`src/sv/anbp_pkg.sv`:
```
// ----------------------------------------------------------------------------
// anbp_pkg
// Shared types, constants and helpers for the an+b count parser.
// ----------------------------------------------------------------------------
package anbp_pkg;

	// Widths of the fixed fields.
	localparam int CHAR_W   = 8;
	localparam int LIMIT_W  = 20;
	localparam int OUT_W    = 21;
	localparam int STATUS_W = 3;

	// Default magnitude width of the digit accumulator.
	localparam int COUNT_WIDTH_DEF = 20;

	// Reset value of the count limit register.
	localparam logic [LIMIT_W-1:0] LIMIT_RESET = LIMIT_W'(1000000);

	// Queue between the front and back ends.
	localparam int QUEUE_DEPTH = 4;
	localparam int QPTR_W      = $clog2(QUEUE_DEPTH);

	// Configuration port: one register slot per 4 bytes.
	localparam int ADDR_W = 3;
	localparam int DATA_W = 32;
	localparam logic REG_COUNT_LIMIT = 1'b0;

	// Result status codes.
	localparam logic [STATUS_W-1:0] ST_OK       = 3'd0;
	localparam logic [STATUS_W-1:0] ST_NOT_COUNT = 3'd1;
	localparam logic [STATUS_W-1:0] ST_NO_NUMBER = 3'd2;
	localparam logic [STATUS_W-1:0] ST_OVER     = 3'd3;
	localparam logic [STATUS_W-1:0] ST_TRAILING = 3'd4;

	// Characters the parser looks for.
	localparam logic [CHAR_W-1:0] CH_O     = 8'h6F;
	localparam logic [CHAR_W-1:0] CH_D     = 8'h64;
	localparam logic [CHAR_W-1:0] CH_E     = 8'h65;
	localparam logic [CHAR_W-1:0] CH_V     = 8'h76;
	localparam logic [CHAR_W-1:0] CH_N_LO  = 8'h6E;
	localparam logic [CHAR_W-1:0] CH_N_UP  = 8'h4E;
	localparam logic [CHAR_W-1:0] CH_ZERO  = 8'h30;
	localparam logic [CHAR_W-1:0] CH_NINE  = 8'h39;
	localparam logic [CHAR_W-1:0] CH_PLUS  = 8'h2B;
	localparam logic [CHAR_W-1:0] CH_MINUS = 8'h2D;
	localparam logic [CHAR_W-1:0] CH_SPACE = 8'h20;
	localparam logic [CHAR_W-1:0] CH_TAB   = 8'h09;
	localparam logic [CHAR_W-1:0] CH_LF    = 8'h0A;
	localparam logic [CHAR_W-1:0] CH_CR    = 8'h0D;
	localparam logic [CHAR_W-1:0] CH_UNDER = 8'h5F;
	localparam logic [CHAR_W-1:0] CH_A_LO  = 8'h61;
	localparam logic [CHAR_W-1:0] CH_Z_LO  = 8'h7A;
	localparam logic [CHAR_W-1:0] CH_A_UP  = 8'h41;
	localparam logic [CHAR_W-1:0] CH_Z_UP  = 8'h5A;

	// One classified character as it waits in the queue.
	typedef struct packed {
		logic [CHAR_W-1:0] ch;
		logic              last;
		logic              space;
		logic              digit;
		logic [3:0]        dval;
		logic              letter_n;
		logic              plus;
		logic              minus;
		logic              ident;
	} cls_t;

	// Queue status seen by the front and back ends.
	typedef struct packed {
		logic full;
		logic avail;
	} q_stat_t;

	// Expected letter of the word odd or even at a given position.
	function automatic logic [CHAR_W-1:0] word_letter(input logic even, input logic [2:0] idx);
		logic [CHAR_W-1:0] l;
		l = CH_O;
		unique case ({even, idx})
			4'b0_000: l = CH_O;
			4'b0_001: l = CH_D;
			4'b0_010: l = CH_D;
			4'b1_000: l = CH_E;
			4'b1_001: l = CH_V;
			4'b1_010: l = CH_E;
			4'b1_011: l = CH_N_LO;
			default:  l = CH_O;
		endcase
		return l;
	endfunction

endpackage

```
`src/sv/anbp_front.sv`:
```
// ----------------------------------------------------------------------------
// anbp_front
// Accepts character beats and classifies each one for the parser back end.
// ----------------------------------------------------------------------------
module anbp_front (
	input  logic                            in_valid,
	input  logic [anbp_pkg::CHAR_W-1:0]     character,
	input  logic                            last,
	input  anbp_pkg::q_stat_t               q_stat,
	output logic                            in_stall,
	output logic                            push,
	output anbp_pkg::cls_t                  entry
);
	import anbp_pkg::*;

	logic is_digit;
	logic is_letter;

	// Stall only while the queue has no free slot.
	assign in_stall = q_stat.full;
	assign push     = in_valid & ~q_stat.full;

	// Character classes used by the back end.
	assign is_digit  = (character >= CH_ZERO) && (character <= CH_NINE);
	assign is_letter = ((character >= CH_A_LO) && (character <= CH_Z_LO)) ||
		((character >= CH_A_UP) && (character <= CH_Z_UP));

	always_comb begin
		entry.ch       = character;
		entry.last     = last;
		entry.space    = (character == CH_SPACE) || (character == CH_TAB) ||
			(character == CH_LF) || (character == CH_CR);
		entry.digit    = is_digit;
		entry.dval     = character[3:0];
		entry.letter_n = (character == CH_N_LO) || (character == CH_N_UP);
		entry.plus     = (character == CH_PLUS);
		entry.minus    = (character == CH_MINUS);
		entry.ident    = is_letter || is_digit || (character == CH_UNDER) ||
			(character == CH_MINUS);
	end

endmodule

```
`src/sv/anbp_queue.sv`:
```
// ----------------------------------------------------------------------------
// anbp_queue
// Short FIFO of classified characters between the front and back ends.
// ----------------------------------------------------------------------------
module anbp_queue (
	input  logic               clk,
	input  logic               arst_n,
	input  logic               push,
	input  anbp_pkg::cls_t     push_data,
	input  logic               pop,
	output anbp_pkg::cls_t     head,
	output anbp_pkg::q_stat_t  q_stat
);
	import anbp_pkg::*;

	cls_t              slot_q [QUEUE_DEPTH];
	logic [QPTR_W-1:0] wr_ptr_q;
	logic [QPTR_W-1:0] rd_ptr_q;
	logic [QPTR_W:0]   count_q;

	assign head         = slot_q[rd_ptr_q];
	assign q_stat.full  = (count_q == (QPTR_W+1)'(QUEUE_DEPTH));
	assign q_stat.avail = (count_q != '0);

	// Pointers and fill count.
	always_ff @(posedge clk or negedge arst_n) begin
		if (!arst_n) begin
			wr_ptr_q <= '0;
			rd_ptr_q <= '0;
			count_q  <= '0;
		end else begin
			if (push) begin
				wr_ptr_q <= wr_ptr_q + 1'b1;
			end
			if (pop) begin
				rd_ptr_q <= rd_ptr_q + 1'b1;
			end
			if (push && !pop) begin
				count_q <= count_q + 1'b1;
			end else if (!push && pop) begin
				count_q <= count_q - 1'b1;
			end
		end
	end

	// Storage slots.
	always_ff @(posedge clk) begin
		if (push) begin
			slot_q[wr_ptr_q] <= push_data;
		end
	end

endmodule

```
`src/sv/anbp_back.sv`:
```
// ----------------------------------------------------------------------------
// anbp_back
// Parser FSM, result register: one queued character per cycle unless stalled.
// ----------------------------------------------------------------------------
module anbp_back #(
	parameter int COUNT_WIDTH = anbp_pkg::COUNT_WIDTH_DEF
) (
	input  logic                                 clk,
	input  logic                                 arst_n,
	input  logic [anbp_pkg::LIMIT_W-1:0]         limit,
	input  anbp_pkg::cls_t                       head,
	input  anbp_pkg::q_stat_t                    q_stat,
	output logic                                 pop,
	output logic                                 out_valid,
	input  logic                                 out_stall,
	output logic signed [anbp_pkg::OUT_W-1:0]    step,
	output logic signed [anbp_pkg::OUT_W-1:0]    offset,
	output logic [anbp_pkg::STATUS_W-1:0]        status
);
	import anbp_pkg::*;

	// Parser phases.
	localparam logic [2:0] PH_LEAD    = 3'd0;
	localparam logic [2:0] PH_ODD     = 3'd1;
	localparam logic [2:0] PH_EVEN    = 3'd2;
	localparam logic [2:0] PH_NUM     = 3'd3;
	localparam logic [2:0] PH_AFTER_N = 3'd4;
	localparam logic [2:0] PH_OFFSET  = 3'd5;
	localparam logic [2:0] PH_DONE    = 3'd6;
	localparam logic [2:0] PH_ERR     = 3'd7;

	// Offset sign codes.
	localparam logic [1:0] SG_NONE  = 2'd0;
	localparam logic [1:0] SG_PLUS  = 2'd1;
	localparam logic [1:0] SG_MINUS = 2'd2;

	localparam int VW = ((COUNT_WIDTH > LIMIT_W) ? COUNT_WIDTH : LIMIT_W) + 4;
	localparam logic signed [OUT_W-1:0] STEP_WORD = OUT_W'(2);
	localparam logic signed [OUT_W-1:0] STEP_ONE  = OUT_W'(1);

	logic [2:0]               phase_q, n_phase;
	logic [2:0]               prog_q, n_prog;
	logic                     neg_q, n_neg;
	logic [COUNT_WIDTH-1:0]   mag_q, n_mag;
	logic                     seen_q, n_seen;
	logic signed [OUT_W-1:0]  step_q, n_step;
	logic [1:0]               osign_q, n_osign;
	logic [STATUS_W-1:0]      err_q, n_err;

	logic [VW-1:0]            mag_w, acc_v, cap_v, limit_v;
	logic                     over;
	logic signed [OUT_W-1:0]  mag_out;
	logic                     num_c;
	logic                     trail_c;
	logic                     is_even;
	logic [2:0]               wlen;

	logic                     f_ok;
	logic [STATUS_W-1:0]      f_code;
	logic signed [OUT_W-1:0]  f_step;
	logic [COUNT_WIDTH-1:0]   f_mag;
	logic                     f_minus;
	logic [VW-1:0]            f_mag_w;
	logic signed [OUT_W-1:0]  r_step, r_offset;
	logic [STATUS_W-1:0]      r_status;

	logic                     out_free;
	logic                     valid_q;
	logic signed [OUT_W-1:0]  step_r_q, offset_r_q;
	logic [STATUS_W-1:0]      status_r_q;

	// Take a beat unless it would finish into a full result register.
	assign out_free = ~valid_q | ~out_stall;
	assign pop      = q_stat.avail & (~head.last | out_free);

	// Decimal accumulate and compare against the capped limit.
	always_comb begin
		mag_w   = {{(VW-COUNT_WIDTH){1'b0}}, mag_q};
		acc_v   = (mag_w << 3) + (mag_w << 1) + {{(VW-4){1'b0}}, head.dval};
		cap_v   = {{(VW-COUNT_WIDTH){1'b0}}, {COUNT_WIDTH{1'b1}}};
		limit_v = {{(VW-LIMIT_W){1'b0}}, limit};
		if (cap_v < limit_v) begin
			limit_v = cap_v;
		end
		over    = acc_v > limit_v;
		mag_out = mag_w[OUT_W-1:0];
	end

	// Next parser state for the character at the head of the queue.
	always_comb begin
		n_phase = phase_q;
		n_prog  = prog_q;
		n_neg   = neg_q;
		n_mag   = mag_q;
		n_seen  = seen_q;
		n_step  = step_q;
		n_osign = osign_q;
		n_err   = err_q;
		num_c   = 1'b0;
		trail_c = 1'b0;
		is_even = (phase_q == PH_EVEN);
		wlen    = is_even ? 3'd4 : 3'd3;

		unique case (phase_q) inside
			PH_LEAD: begin
				if (!head.space) begin
					if (head.ch == CH_O) begin
						n_phase = PH_ODD;
						n_prog  = 3'd1;
					end else if (head.ch == CH_E) begin
						n_phase = PH_EVEN;
						n_prog  = 3'd1;
					end else begin
						n_phase = PH_NUM;
						n_mag   = '0;
						n_seen  = 1'b0;
						if (head.minus) begin
							n_neg = 1'b1;
						end else if (!head.plus) begin
							num_c = 1'b1;
						end
					end
				end
			end
			PH_ODD, PH_EVEN: begin
				if (prog_q < wlen) begin
					if (head.ch == word_letter(is_even, prog_q)) begin
						n_prog = prog_q + 3'd1;
					end else begin
						n_phase = PH_ERR;
						n_err   = ST_NOT_COUNT;
					end
				end else if (head.ident) begin
					n_phase = PH_ERR;
					n_err   = ST_NOT_COUNT;
				end else begin
					n_phase = PH_DONE;
					n_step  = STEP_WORD;
					n_mag   = {{(COUNT_WIDTH-1){1'b0}}, ~is_even};
					n_osign = SG_PLUS;
					trail_c = 1'b1;
				end
			end
			PH_NUM: begin
				num_c = 1'b1;
			end
			PH_AFTER_N: begin
				if (!head.space) begin
					if (head.plus || head.minus) begin
						n_osign = head.minus ? SG_MINUS : SG_PLUS;
						n_phase = PH_OFFSET;
						n_mag   = '0;
						n_seen  = 1'b0;
					end else begin
						n_phase = PH_DONE;
						n_mag   = '0;
						n_osign = SG_NONE;
						trail_c = 1'b1;
					end
				end
			end
			PH_OFFSET: begin
				if (head.digit) begin
					if (over) begin
						n_phase = PH_ERR;
						n_err   = ST_OVER;
					end else begin
						n_mag  = acc_v[COUNT_WIDTH-1:0];
						n_seen = 1'b1;
					end
				end else if (!seen_q) begin
					if (!head.space) begin
						n_phase = PH_ERR;
						n_err   = ST_NO_NUMBER;
					end
				end else begin
					n_phase = PH_DONE;
					trail_c = 1'b1;
				end
			end
			PH_DONE: begin
				trail_c = 1'b1;
			end
			PH_ERR: begin
				n_phase = PH_ERR;
			end
			default: begin
				n_phase = PH_ERR;
			end
		endcase

		// Signed decimal run, step or bare number.
		if (num_c) begin
			if (head.digit) begin
				if (over) begin
					n_phase = PH_ERR;
					n_err   = ST_OVER;
				end else begin
					n_mag  = acc_v[COUNT_WIDTH-1:0];
					n_seen = 1'b1;
				end
			end else if (head.letter_n) begin
				if (seen_q) begin
					n_step = neg_q ? -mag_out : mag_out;
				end else begin
					n_step = neg_q ? -STEP_ONE : STEP_ONE;
				end
				n_phase = PH_AFTER_N;
			end else if (seen_q) begin
				n_phase = PH_DONE;
				n_step  = '0;
				n_osign = neg_q ? SG_MINUS : SG_PLUS;
				trail_c = 1'b1;
			end else begin
				n_phase = PH_ERR;
				n_err   = ST_NOT_COUNT;
			end
		end

		// Only whitespace may follow a complete count.
		if (trail_c && !head.space) begin
			n_phase = PH_ERR;
			n_err   = ST_TRAILING;
		end
	end

	// Close the argument on its last character.
	always_comb begin
		f_ok    = 1'b1;
		f_code  = ST_OK;
		f_step  = n_step;
		f_mag   = n_mag;
		f_minus = (n_osign == SG_MINUS);
		unique case (n_phase)
			PH_LEAD: begin
				f_ok   = 1'b0;
				f_code = ST_NOT_COUNT;
			end
			PH_ODD: begin
				f_step  = STEP_WORD;
				f_mag   = {{(COUNT_WIDTH-1){1'b0}}, 1'b1};
				f_minus = 1'b0;
				if (n_prog != 3'd3) begin
					f_ok   = 1'b0;
					f_code = ST_NOT_COUNT;
				end
			end
			PH_EVEN: begin
				f_step  = STEP_WORD;
				f_mag   = '0;
				f_minus = 1'b0;
				if (n_prog != 3'd4) begin
					f_ok   = 1'b0;
					f_code = ST_NOT_COUNT;
				end
			end
			PH_NUM: begin
				f_step  = '0;
				f_minus = n_neg;
				if (!n_seen) begin
					f_ok   = 1'b0;
					f_code = ST_NOT_COUNT;
				end
			end
			PH_AFTER_N: begin
				f_mag   = '0;
				f_minus = 1'b0;
			end
			PH_OFFSET: begin
				if (!n_seen) begin
					f_ok   = 1'b0;
					f_code = ST_NO_NUMBER;
				end
			end
			PH_DONE: begin
				f_ok = 1'b1;
			end
			PH_ERR: begin
				f_ok   = 1'b0;
				f_code = n_err;
			end
			default: begin
				f_ok   = 1'b0;
				f_code = n_err;
			end
		endcase

		f_mag_w = {{(VW-COUNT_WIDTH){1'b0}}, f_mag};
		if (f_ok) begin
			r_status = ST_OK;
			r_step   = f_step;
			r_offset = f_minus ? -f_mag_w[OUT_W-1:0] : f_mag_w[OUT_W-1:0];
		end else begin
			r_status = f_code;
			r_step   = '0;
			r_offset = '0;
		end
	end

	// Parser state registers; cleared after each last character.
	always_ff @(posedge clk or negedge arst_n) begin
		if (!arst_n) begin
			phase_q <= PH_LEAD;
			prog_q  <= '0;
			neg_q   <= 1'b0;
			mag_q   <= '0;
			seen_q  <= 1'b0;
			step_q  <= '0;
			osign_q <= SG_NONE;
			err_q   <= ST_OK;
		end else if (pop) begin
			if (head.last) begin
				phase_q <= PH_LEAD;
				prog_q  <= '0;
				neg_q   <= 1'b0;
				mag_q   <= '0;
				seen_q  <= 1'b0;
				step_q  <= '0;
				osign_q <= SG_NONE;
				err_q   <= ST_OK;
			end else begin
				phase_q <= n_phase;
				prog_q  <= n_prog;
				neg_q   <= n_neg;
				mag_q   <= n_mag;
				seen_q  <= n_seen;
				step_q  <= n_step;
				osign_q <= n_osign;
				err_q   <= n_err;
			end
		end
	end

	// Result register valid flag.
	always_ff @(posedge clk or negedge arst_n) begin
		if (!arst_n) begin
			valid_q <= 1'b0;
		end else if (pop && head.last) begin
			valid_q <= 1'b1;
		end else if (!out_stall) begin
			valid_q <= 1'b0;
		end
	end

	// Result register payload.
	always_ff @(posedge clk) begin
		if (pop && head.last) begin
			step_r_q   <= r_step;
			offset_r_q <= r_offset;
			status_r_q <= r_status;
		end
	end

	assign out_valid = valid_q;
	assign step      = step_r_q;
	assign offset    = offset_r_q;
	assign status    = status_r_q;

endmodule

```
`src/sv/an_plus_b_count_parser_top.sv`:
```
// A result is registered once its last character beat has been queued and parsed.
// Throughput: one character beat per cycle unless in_stall; the parser back end retires
// one queued character each cycle behind a four-entry queue, unless the result stalls.
// Reset: arst_n clears the parser, queue and result valid flag at once and loads the
// count limit with 1000000; no clearing pass is needed.
// ----------------------------------------------------------------------------
// an_plus_b_count_parser_top
// Parses a CSS an+b count argument character by character into step and offset.
// ----------------------------------------------------------------------------
module an_plus_b_count_parser_top #(
	parameter int COUNT_WIDTH = anbp_pkg::COUNT_WIDTH_DEF
) (
	input  logic                                 clk,
	input  logic                                 arst_n,
	// Configuration port.
	input  logic                                 psel,
	input  logic                                 penable,
	input  logic                                 pwrite,
	input  logic [anbp_pkg::ADDR_W-1:0]          paddr,
	input  logic [anbp_pkg::DATA_W-1:0]          pwdata,
	output logic [anbp_pkg::DATA_W-1:0]          prdata,
	output logic                                 pready,
	// Character input.
	input  logic                                 in_valid,
	output logic                                 in_stall,
	input  logic [anbp_pkg::CHAR_W-1:0]          character,
	input  logic                                 last,
	// Result output.
	output logic                                 out_valid,
	input  logic                                 out_stall,
	output logic signed [anbp_pkg::OUT_W-1:0]    step,
	output logic signed [anbp_pkg::OUT_W-1:0]    offset,
	output logic [anbp_pkg::STATUS_W-1:0]        status
);
	import anbp_pkg::*;

	logic [LIMIT_W-1:0] limit_q;
	logic               limit_sel;
	logic               push;
	logic               pop;
	cls_t               push_data;
	cls_t               head;
	q_stat_t            q_stat;

	// Register decode and access.
	assign pready    = 1'b1;
	assign limit_sel = (paddr[ADDR_W-1] == REG_COUNT_LIMIT);
	assign prdata    = limit_sel ? {{(DATA_W-LIMIT_W){1'b0}}, limit_q} : '0;

	always_ff @(posedge clk or negedge arst_n) begin
		if (!arst_n) begin
			limit_q <= LIMIT_RESET;
		end else if (psel && penable && pwrite && pready && limit_sel) begin
			limit_q <= pwdata[LIMIT_W-1:0];
		end
	end

	anbp_front u_front (
		.in_valid  (in_valid),
		.character (character),
		.last      (last),
		.q_stat    (q_stat),
		.in_stall  (in_stall),
		.push      (push),
		.entry     (push_data)
	);

	anbp_queue u_queue (
		.clk       (clk),
		.arst_n    (arst_n),
		.push      (push),
		.push_data (push_data),
		.pop       (pop),
		.head      (head),
		.q_stat    (q_stat)
	);

	anbp_back #(
		.COUNT_WIDTH (COUNT_WIDTH)
	) u_back (
		.clk       (clk),
		.arst_n    (arst_n),
		.limit     (limit_q),
		.head      (head),
		.q_stat    (q_stat),
		.pop       (pop),
		.out_valid (out_valid),
		.out_stall (out_stall),
		.step      (step),
		.offset    (offset),
		.status    (status)
	);

endmodule

```
`config.mk`:
```
export PLATFORM = sky130hd
export DESIGN_NAME = an_plus_b_count_parser_top
export DESIGN_NICKNAME = d
export VERILOG_FILES = /design/src/sv/anbp_pkg.sv /design/src/sv/anbp_front.sv /design/src/sv/anbp_queue.sv /design/src/sv/anbp_back.sv /design/src/sv/an_plus_b_count_parser_top.sv
export SDC_FILE = /design/constraint.sdc
export NUM_CORES = 1
export LEC_CHECK = 0
export BUFFER_PORTS_ARGS = -buffer_cell sky130_fd_sc_hd__buf_4
export CAP_MARGIN = 40
export CORE_ASPECT_RATIO = 1.1
export CORE_MARGIN = 2
export CORE_UTILIZATION = 54
export DETAILED_ROUTE_END_ITERATION = 7
export GPL_TIMING_DRIVEN = 0
export PLACE_DENSITY_LB_ADDON = 0.15
export SYNTH_ARGS = -nofsm -noshare
export SYNTH_HDL_FRONTEND = slang
export SYNTH_SLANG_ARGS = --single-unit
```
`constraint.sdc`:
```
create_clock -name clk -period 7.5 [get_ports clk]
set_input_delay 0.375 -clock clk [delete_from_list [all_inputs] [get_ports clk]]
set_output_delay 0.375 -clock clk [all_outputs]
set_load 0.005 [all_outputs]
```
==> flow_summary.yaml <==
sta:
  fin_worst_skew_ns: 0.0198
  min_period_ns: 7.30
  setup_viol: 0
  max_slew_margin_pct: 46.2
  finalCritPeriodShare_pct: 97.4
  fin_setup_tns_ns: 0
  tightestPinTransition_ns: 0.804
  setup_slack_ns: 0.196
  slew_violations: 0
  fmax_mhz: 137
  hold_viol_final: 0
worst_setup_path:
  r2r_slack_ns: 0.20
  crit_top_cell: "a21oi_2"
  arrival_ns: 7.51
  critPathLaunchType: "flip-flop"
  end_kind: "flip-flop"
  crit_start: "u_queue.rd_ptr_q[0]"
  path_class: "reg -> reg"
  cp_max_fo: 10
  reg2reg_from: "u_queue.rd_ptr_q[0]"
  cp_data_required_time_ns: 7.71
  crit_buf_inv: 5
  cp_slowest_cell: "fa_1"
  critPathTopFamily: "compound AO/OA/AOI/OAI gates"
  slowest_delay_ns: 0.48
clocking:
  ctsRootBufferMaster: "clkbuf_16"
  clk_latency_ns: 0.46
  cts_sinks: 187
  clockBufferDepth: 2
  cts.clk_slew.worst_paths_ns: 0.10
  cts_buffers: 17
  cts_tree: "done"
  h-tree-depth: 4
min_path:
  holdCritStartpoint: "last"
  hold_path.class: "in -> reg"
placement:
  place_ws_ns: -1.27
  place.port_buffers: 103
  gp_congestion: 0.974
  dp_hpwl_mm: 25.8
global_route:
  antenna_found_initial: 0
  grt_max_degree: 63
  grt_use_total_pct: 29.0
  grt_pass1_wl_mm: 55.5
  grt_overflow: 0
  grt_pass1_vias: 10471
routing:
  wl_mm: 35.1
  top_layer_used: "met4"
  avgViaCountPerCell: 6.25
  first_pass_iters: 6
  drtIter0Drc: 916
  wire_per_inst_um: 20.0
  wl_met2_mm: 16.6
  remaining_drc_errors: 0
  antenna_left: 0
  wl_met3_mm: 2.25
  num_vias: 10990
  met1_length_mm: 14.9
yosys:
  synth_most_common_cell: "nand2_1"
  yosysWarnings: 0
  synth_edf_count: 105
  synth.distinct_cells: 103
  netlist_area_um2: 12500
  netlist_top_cells_area: "edfxtp_1 (25%), dfrtp_1 (15%), ha_1 (7.4%), nand2_1 (3.8%), o21ai_0 (3.4%)"
  syn_area_per_cell_um2: 9.80
  synth_top_area_cell: "edfxtp_1"
  async_reset_ff_share_pct: 43.9
  synth_cells: 1276
  ys_seq_area_share_pct: 41.7
  synth-seq-cells: 187
  synthTopCellsByCount: "nand2_1 (127), nor2_1 (106), edfxtp_1 (105), o21ai_0 (84), dfrtp_1 (75)"
  netlist.area_leader.share_pct: 25.2
  synthFlopType: "edfxtp_1"
pwr:
  power_mw: 6.23
  power_switching_mw: 2.91
  p_sw_share_pct: 46.7
  power.density_nw_per_um2: 417
  intPower_mw: 3.32
  irDropWorstVdd_mv: 0.228
  p_leak_nw: 6.42
  seqPwrFrac_pct: 25.2
  p_clk_share_pct: 16.0
  pwr-share-comb_pct: 58.8
floorplanning:
  boundaryPins: 131
  die_area_um2: 24400
  die_w_um: 149
  start_util_pct: 54.9
  fp.dieH_um: 164
  placementRows: 58
  core_area_um2: 22800
final_layout:
  drive_above_1_share_pct: 21.0
  areaGrowthSynthToFinish_pct: 19.4
  fin_util_pct: 65.5
  nFillCells: 1904
  fin_nets: 1572
  n_antenna_cell: 0
run_status:
  status: "finished, final reports clean"
flow_run:
  maxCapViolCount: 0
power by group through the flow:
stage / Sequential (mW) / Combinational [mW] / Clock, mW
after floorplan: 1.58 / 2.23 / 0
after global placement: 1.59 / 3.25 / 0
after detailed placement: 1.59 / 3.32 / 0
after CTS: 1.57 / 3.48 / 1.00
after global routing: 1.60 / 3.94 / 1.05
final: 1.57 / 3.67 / 0.996
worst paths after layout:
path                       depth (start not counted)                    end
max reg2reg                                       29      u_back.offset[16]
min in group asynchronous                          2            limit_q[13]
max                                               29      u_back.offset[16]
max in group asynchronous                          3        u_back.err_q[0]
min reg2reg                                        2       u_back.step_q[4]
min                                                1  u_queue.slot_q[1][10]
final cells by class:
| cell class | count | area (um2) | share of cell area (%) |
|---|---|---|---|
| Buffer | 79 | 407 | 2.72 |
| Clock buffer | 17 | 425 | 2.85 |
| Clock inverter | 15 | 224 | 1.50 |
| Inverter | 51 | 191 | 1.28 |
| Multi-Input combinational cell | 969 | 7010 | 46.9 |
| Sequential cell | 187 | 5210 | 34.9 |
| Tap cell | 300 | 375 | 2.51 |
| Timing Repair Buffer | 139 | 1080 | 7.26 |
layout by cell type, fill, tap and decap left out, types with 20 or more instances in the layout:
cell type  instances
dfrtp_1           75
nand3_1           27
inv_1             49
edfxtp_1         105
nor2_1           104
nor3_1            28
mux2_2            22
a22o_1            31
a21oi_1           65
clkbuf_1          44
nand2_1          125
buf_4            150
a31oi_1           20
o21ai_0           83
ha_1              69
routing by layer:
metal	vias to the layer above	track usage (%)
li1	5118	-
met2	491	46.4
met1	5277	39.7
met5	-	0
met3	104	3.88
met4	0	12.3
metrics by stage:
stage	area [um2]	hold slack (ns)	std cells
2_1_floorplan	12500	0.0794	1287
3_3_place_gp	13700	0.464	1690
3_5_place_dp	13800	0.296	1694
4_1_cts	14600	0.133	1741
5_1_grt	14900	0.130	1757
6_report	14900	0.145	1757
sequential cells by signal (all words and copies together) (netlist names):
name,flops
u_back.phase_q,3
u_back.err_q,3
u_back.prog_q,3
u_back.osign_q,2
u_back.out_valid,1
u_back.offset,21
u_back.mag_q,20
u_queue.count_q,3
limit_q,20
u_back.neg_q,1
u_back.step,21
u_back.status,3
u_queue.slot_q,60
u_back.step_q,21
u_back.seen_q,1
u_queue.rd_ptr_q,2
u_queue.wr_ptr_q,2
timing repair:
action,in CTS,in global routing
buffers inserted,15,16
setup endpoints to repair,41,13
hold buffers,1,0
endpoints found under the hold margin,17,0
resized for setup,28,27
pin swaps,11,20
kinds of logic after synthesis:
family	after synthesis	share of synthesized area [%]
compound gates	375	21.1
xor+xnor	43	3.01
fa+ha+maj	77	7.88
buf+inv	131	4.65
flops	187	41.7
mux	43	4.92
other cells	2	0.0600
simple gates	418	16.7
Power figures use the tool's default switching activity.
